`src/rtl/mfek_pkg.sv`:
```
// Package for the max-flow unit: shared constants, controller states,
// datapath operation codes and the command/status structs. No dependencies.
package mfek_pkg;

    localparam int MAX_NODES_DEF = 256;
    localparam int MAX_EDGES_DEF = 1024;
    localparam int CAP_W_DEF     = 27;

    localparam int NODE_IN_W = 8;
    localparam int CAP_IN_W  = 27;
    localparam int FLOW_W    = 32;
    localparam int CFG_IDX_W = 1;
    localparam int CFG_W     = 8;

    localparam logic [CFG_IDX_W-1:0] REG_SOURCE = 1'b0;
    localparam logic [CFG_IDX_W-1:0] REG_SINK   = 1'b1;

    localparam logic CMD_ADD = 1'b0;
    localparam logic CMD_RUN = 1'b1;

    typedef enum logic [4:0] {
        ST_CLEAR,
        ST_IDLE,
        ST_DECODE,
        ST_ADD1,
        ST_ADD2,
        ST_SINIT,
        ST_POP,
        ST_P1,
        ST_P2,
        ST_E0,
        ST_E1,
        ST_E2,
        ST_A0,
        ST_A1,
        ST_A2,
        ST_A3,
        ST_DONE
    } ctrl_state_t;

    typedef enum logic [4:0] {
        OP_NONE,
        OP_CLEAR,
        OP_DECODE,
        OP_ADD1,
        OP_ADD2,
        OP_SINIT,
        OP_POP,
        OP_P1,
        OP_P2,
        OP_E0,
        OP_E1,
        OP_E2,
        OP_A0,
        OP_A1,
        OP_A2,
        OP_A3
    } dp_op_t;

    typedef struct packed {
        dp_op_t op;
        logic   latch;
    } mfek_cmd_t;

    typedef struct packed {
        logic run;
        logic add_ok;
        logic full;
        logic trivial;
        logic clr_last;
        logic clr_list;
        logic q_empty;
        logic e_empty;
        logic hit;
        logic path_done;
    } mfek_status_t;

endpackage

```
`src/rtl/mfek_ctrl.sv`:
```
// Controller state machine of the max-flow unit.
// Depends on mfek_pkg; drives mfek_dp through mfek_cmd_t.
module mfek_ctrl (
    input  logic                  clk,
    input  logic                  rst_n,
    input  logic                  start,
    input  mfek_pkg::mfek_status_t status,
    output mfek_pkg::mfek_cmd_t    cmd,
    output logic                  busy,
    output logic                  done
);
    import mfek_pkg::*;

    ctrl_state_t state_reg;
    ctrl_state_t state_next;

    always_ff @(posedge clk or negedge rst_n)
    begin
        if (!rst_n)
        begin
            state_reg <= ST_CLEAR;
        end
        else
        begin
            state_reg <= state_next;
        end
    end

    always_comb
    begin
        state_next = state_reg;
        case (state_reg)
            ST_CLEAR:
            begin
                if (status.clr_last)
                begin
                    state_next = status.clr_list ? ST_IDLE : ST_SINIT;
                end
            end
            ST_IDLE:
            begin
                if (start)
                begin
                    state_next = ST_DECODE;
                end
            end
            ST_DECODE:
            begin
                if (status.run)
                begin
                    state_next = status.trivial ? ST_DONE : ST_CLEAR;
                end
                else if (status.add_ok && !status.full)
                begin
                    state_next = ST_ADD1;
                end
                else
                begin
                    state_next = ST_IDLE;
                end
            end
            ST_ADD1:  state_next = ST_ADD2;
            ST_ADD2:  state_next = ST_IDLE;
            ST_SINIT: state_next = ST_POP;
            ST_POP:   state_next = status.q_empty ? ST_DONE : ST_P1;
            ST_P1:    state_next = ST_P2;
            ST_P2:    state_next = ST_E0;
            ST_E0:    state_next = status.e_empty ? ST_POP : ST_E1;
            ST_E1:    state_next = ST_E2;
            ST_E2:    state_next = status.hit ? ST_A0 : ST_E0;
            ST_A0:    state_next = ST_A1;
            ST_A1:    state_next = ST_A2;
            ST_A2:    state_next = ST_A3;
            ST_A3:    state_next = status.path_done ? ST_CLEAR : ST_A0;
            ST_DONE:  state_next = ST_IDLE;
            default:  state_next = ST_IDLE;
        endcase
    end

    always_comb
    begin
        cmd.latch = start && (state_reg == ST_IDLE);
        busy      = (state_reg != ST_IDLE);
        done      = (state_reg == ST_DONE);
        case (state_reg)
            ST_CLEAR:  cmd.op = OP_CLEAR;
            ST_DECODE: cmd.op = OP_DECODE;
            ST_ADD1:   cmd.op = OP_ADD1;
            ST_ADD2:   cmd.op = OP_ADD2;
            ST_SINIT:  cmd.op = OP_SINIT;
            ST_POP:    cmd.op = OP_POP;
            ST_P1:     cmd.op = OP_P1;
            ST_P2:     cmd.op = OP_P2;
            ST_E0:     cmd.op = OP_E0;
            ST_E1:     cmd.op = OP_E1;
            ST_E2:     cmd.op = OP_E2;
            ST_A0:     cmd.op = OP_A0;
            ST_A1:     cmd.op = OP_A1;
            ST_A2:     cmd.op = OP_A2;
            ST_A3:     cmd.op = OP_A3;
            default:   cmd.op = OP_NONE;
        endcase
    end

    a_done_single: assert property (@(posedge clk) disable iff (!rst_n)
        done |=> !done)
        else $error("done strobe longer than one cycle");

    a_start_busy: assert property (@(posedge clk) disable iff (!rst_n)
        (start && !busy) |=> busy)
        else $error("accepted word did not raise busy");

    a_done_idle: assert property (@(posedge clk) disable iff (!rst_n)
        done |=> !busy)
        else $error("controller did not return to idle after result");

endmodule

```
`config.mk`:
```
export PLATFORM = sky130hd
export DESIGN_NAME = mfek_ctrl
export DESIGN_NICKNAME = d
export VERILOG_FILES = /design/src/rtl/mfek_pkg.sv /design/src/rtl/mfek_ctrl.sv
export SDC_FILE = /design/constraint.sdc
export NUM_CORES = 1
export LEC_CHECK = 0
export BUFFER_PORTS_ARGS = -buffer_cell sky130_fd_sc_hd__buf_4
export CAP_MARGIN = 10
export CORE_MARGIN = 3
export CORE_UTILIZATION = 37
export DETAILED_ROUTE_END_ITERATION = 8
export GPL_TIMING_DRIVEN = 0
export PLACE_DENSITY = 0.65
export SYNTH_ARGS = -nofsm -noshare
export SYNTH_HDL_FRONTEND = slang
export SYNTH_SLANG_ARGS = --single-unit
```
`constraint.sdc`:
```
create_clock -name clk -period 2.7 [get_ports clk]
set_input_delay 0.27 -clock clk [delete_from_list [all_inputs] [get_ports clk]]
set_output_delay 0.27 -clock clk [all_outputs]
set_load 0.02 [all_outputs]
```
==> flow_summary.yaml <==
placement:
  portBuffers: 19
  dpl.hpwl_microns: 1140
  gp_congestion: 0.830
run:
  max-cap-violations: 0
clocking:
  clk_pin_slew_worst_paths_ns: 0.05
  cts_tree: "done"
  clk_latency_ns: 0.24
  cts_setup_buffers: 0
  cts_buffer_depth: 2
  cts.sinks: 5
  numCtsBuffers: 3
  h-tree-depth: 1
  cts_resized: 0
  cts_root_buffer: "clkbuf_4"
global_routing:
  grt_pass1_wl_microns: 2530
  grt_max_degree: 11
  grt_pass1_vias: 593
  overflow: 0
  antenna_found_initial: 0
  grtUsageTotal_pct: 16.3
synthesis:
  syn_avg_cell_area_sq_um: 8.11
  syn-instance-count: 75
  yosysSeqAreaShare_pct: 20.6
  ys.warnings.count: 0
  ys_ff_latch: 5
  synth_area_sq_um: 608
  syn-num-nets: 92
  synth_cell_type_count: 38
worst_setup_path:
  critical_path_arrival_ns: 1.68
  critPathRequiredTime_ns: 2.43
  path_cells: "inv_1 > ha_1 > or3_1 > a21oi_1 > buf_4"
  critPathKind: "reg -> out"
  max_stage_delay_ns: 0.41
  r2r_cells: 6
  regToRegSetupSlack_ns: 0.85
  reg2reg_to: "state_reg[4]$_DFFE_PN0P_"
  worstSetupStartpointType: "register"
  cp_slowest_cell: "dfrtp_1"
  cp-end-kind: "output pin"
  crit_fanout: 5
  r2r_start: "state_reg[0]$_DFFE_PN0P_"
power:
  p_int_mw: 0.422
  switchingPower_mw: 0.364
  seqPwrFrac_pct: 17.0
  power_frac_clock_pct: 11.2
  ir_drop_uv: 531
  pwr_density_cell_nw_per_um2: 974
  p_leak_nw: 0.396
  switching_share_pct: 46.3
  combPwrFrac_pct: 71.8
floorplan:
  num_io_pins: 21
  num_rows: 14
  die_h_microns: 46.5
  dieArea_sq_um: 2170
  start_util_pct: 39.9
  core-area_sq_um: 1520
  die-width_microns: 46.5
routing:
  avgViaCountPerCell: 5.29
  routedWlPerCell_microns: 13.0
  routed-wl-met2_microns: 723
  wl_met1_microns: 671
  first_pass_iters: 4
  highest-signal-layer: "met3"
  drtAntennaViolNets: 0
  dr_wl_met3_microns: 96
  drt-total-wl_microns: 1490
  vias: 608
  drc: 0
  drt_iter0_drc: 13
timing:
  max_freq_ghz: 0.513
  min_period_ns: 1.95
  post-route-period-util_pct: 72.2
  finalSetupViolCount: 0
  fin_tns_setup_ns: 0
  rsz0062_at_grt: "false"
  slew_violations: 0
  whs_ns: 0.351
  hold_violations: 0
  clock_skew_ns: 0.00689
finish:
  fin_nets: 117
  layout-drive-gt1-share_pct: 32.3
  syn_to_final_growth_pct: 32.7
  largest_reg_flops: 5
  diodes: 0
min_path:
  min_path_type: "in -> async"
status:
  status: "finished clean"
-- final cells by class --
cell class / count / area (sq um)
Clock buffer: 4 / 26.3
Fill cell: 164 / 717
Multi-Input combinational cell: 60 / 419
Timing Repair Buffer: 20 / 153
Sequential cell: 5 / 125
Buffer: 4 / 41.3
Inverter: 6 / 22.5
Tap cell: 16 / 20.0
-- layer usage --
layer	vias to the layer above	GRT usage (%)
met1	275	21.2
met2	16	26.1
met5	-	0
met3	0	4.69
li1	317	-
met4	0	3.98
-- power groups by stage --
stage	sequential [mW]	clock, mW	combinational, mW
after floorplan	0.125	0	0.404
after global placement	0.135	0	0.560
after detailed placement	0.135	0	0.560
after CTS	0.134	0.0905	0.565
after global routing	0.138	0.0966	0.623
final	0.133	0.0882	0.565
-- cell usage in the layout (no fill, tap or decap), types with 2 or more instances in the layout --
master and count:
a31oi_1 2, nor2b_1 3, inv_1 6, a21boi_0 2, nor2_1 4, a21oi_1 3
ha_1 4, o41a_1 2, o21ai_0 3, nor3_1 6, dfrtp_1 5, buf_4 20
nand2b_1 2, buf_6 3, clkbuf_4 3, nand2_1 6
-- worst max path at each step --
stage                              from                        to  slack, ns  depth (start not counted)
6_report       state_reg[0]$_DFFE_PN0P_                    cmd[1]       0.75                          5
5_1_grt        state_reg[0]$_DFFE_PN0P_                    cmd[1]       0.62                          5
4_1_cts        state_reg[0]$_DFFE_PN0P_                    cmd[1]       0.72                          5
3_5_place_dp   state_reg[0]$_DFFE_PN0P_  state_reg[4]$_DFFE_PN0P_       0.86                          6
3_3_place_gp   state_reg[0]$_DFFE_PN0P_  state_reg[4]$_DFFE_PN0P_       0.86                          6
2_1_floorplan  state_reg[0]$_DFFE_PN0P_                    cmd[1]       1.00                          4
-- cell usage after synthesis (all sizes together) --
| library cell | number | area [sq um] |
|---|---|---|
| nand3b | 1 | 7.51 |
| or2b | 1 | 7.51 |
| conb | 1 | 3.75 |
| nand2 | 6 | 22.5 |
| a21oi | 3 | 15.0 |
| mux2 | 1 | 11.3 |
| a31oi | 2 | 12.5 |
| nand3 | 1 | 5.00 |
| and3 | 1 | 6.26 |
| and2b | 2 | 16.3 |
| a2111o | 1 | 11.3 |
| buf | 4 | 41.3 |
| ha | 4 | 50.1 |
| o211ai | 1 | 7.51 |
| inv | 6 | 22.5 |
| nor2b | 4 | 32.5 |
| o41a | 2 | 22.5 |
| nor2 | 4 | 15.0 |
| a21boi | 2 | 15.0 |
| nor3 | 7 | 40.0 |
| nor4b | 1 | 8.76 |
| nor4bb | 1 | 10.0 |
| and4 | 1 | 8.76 |
| o21ai | 5 | 28.8 |
| o31ai | 1 | 7.51 |
| dfrtp | 5 | 125 |
| or3 | 1 | 6.26 |
| nand2b | 2 | 12.5 |
| and3b | 2 | 18.8 |
| o21bai | 1 | 7.51 |
| a32oi | 1 | 8.76 |
-- per-stage QoR --
| stage | area [sq um] | power, mW | setup WS, ns | cells | util, % |
|---|---|---|---|---|---|
| after detailed placement | 771 | 0.695 | 0.864 | 110 | 50.6 |
| after global routing | 807 | 0.858 | 0.623 | 115 | 53.0 |
| after floorplan | 608 | 0.529 | 1.00 | 75 | - |
| final | 807 | 0.786 | 0.750 | 115 | 53.0 |
| after CTS | 807 | 0.789 | 0.723 | 115 | 53.0 |
| after global placement | 771 | 0.694 | 0.865 | 110 | 50.6 |
-- repair_timing --
action	in CTS	in global routing
hold buffers	1	0
endpoints found under the setup margin	0	0
hold endpoints to repair	5	0
-- worst max-delay path, delay by kind of cell (launching register included) --
family          cells  cell delay [ns]
buf+inv             2             0.24
fa+ha+maj           1             0.29
flops               1             0.41
compound gates      1             0.13
simple gates        1             0.37
-- cell families (layout without fill, tap and decap cells) --
group / after synthesis / count (layout) / synth area share, %
AND/OR/NAND/NOR: 35 / 35 / 35.8
buffers and inverters: 10 / 34 / 10.5
flip-flops: 5 / 5 / 20.6
multiplexers: 1 / 1 / 1.85
AO/OA/AOI/OAI: 19 / 19 / 22.4
other: 1 / 1 / 0.617
adder cells (fa/ha/maj): 4 / 4 / 8.23
(Power assumes the default switching activity.)
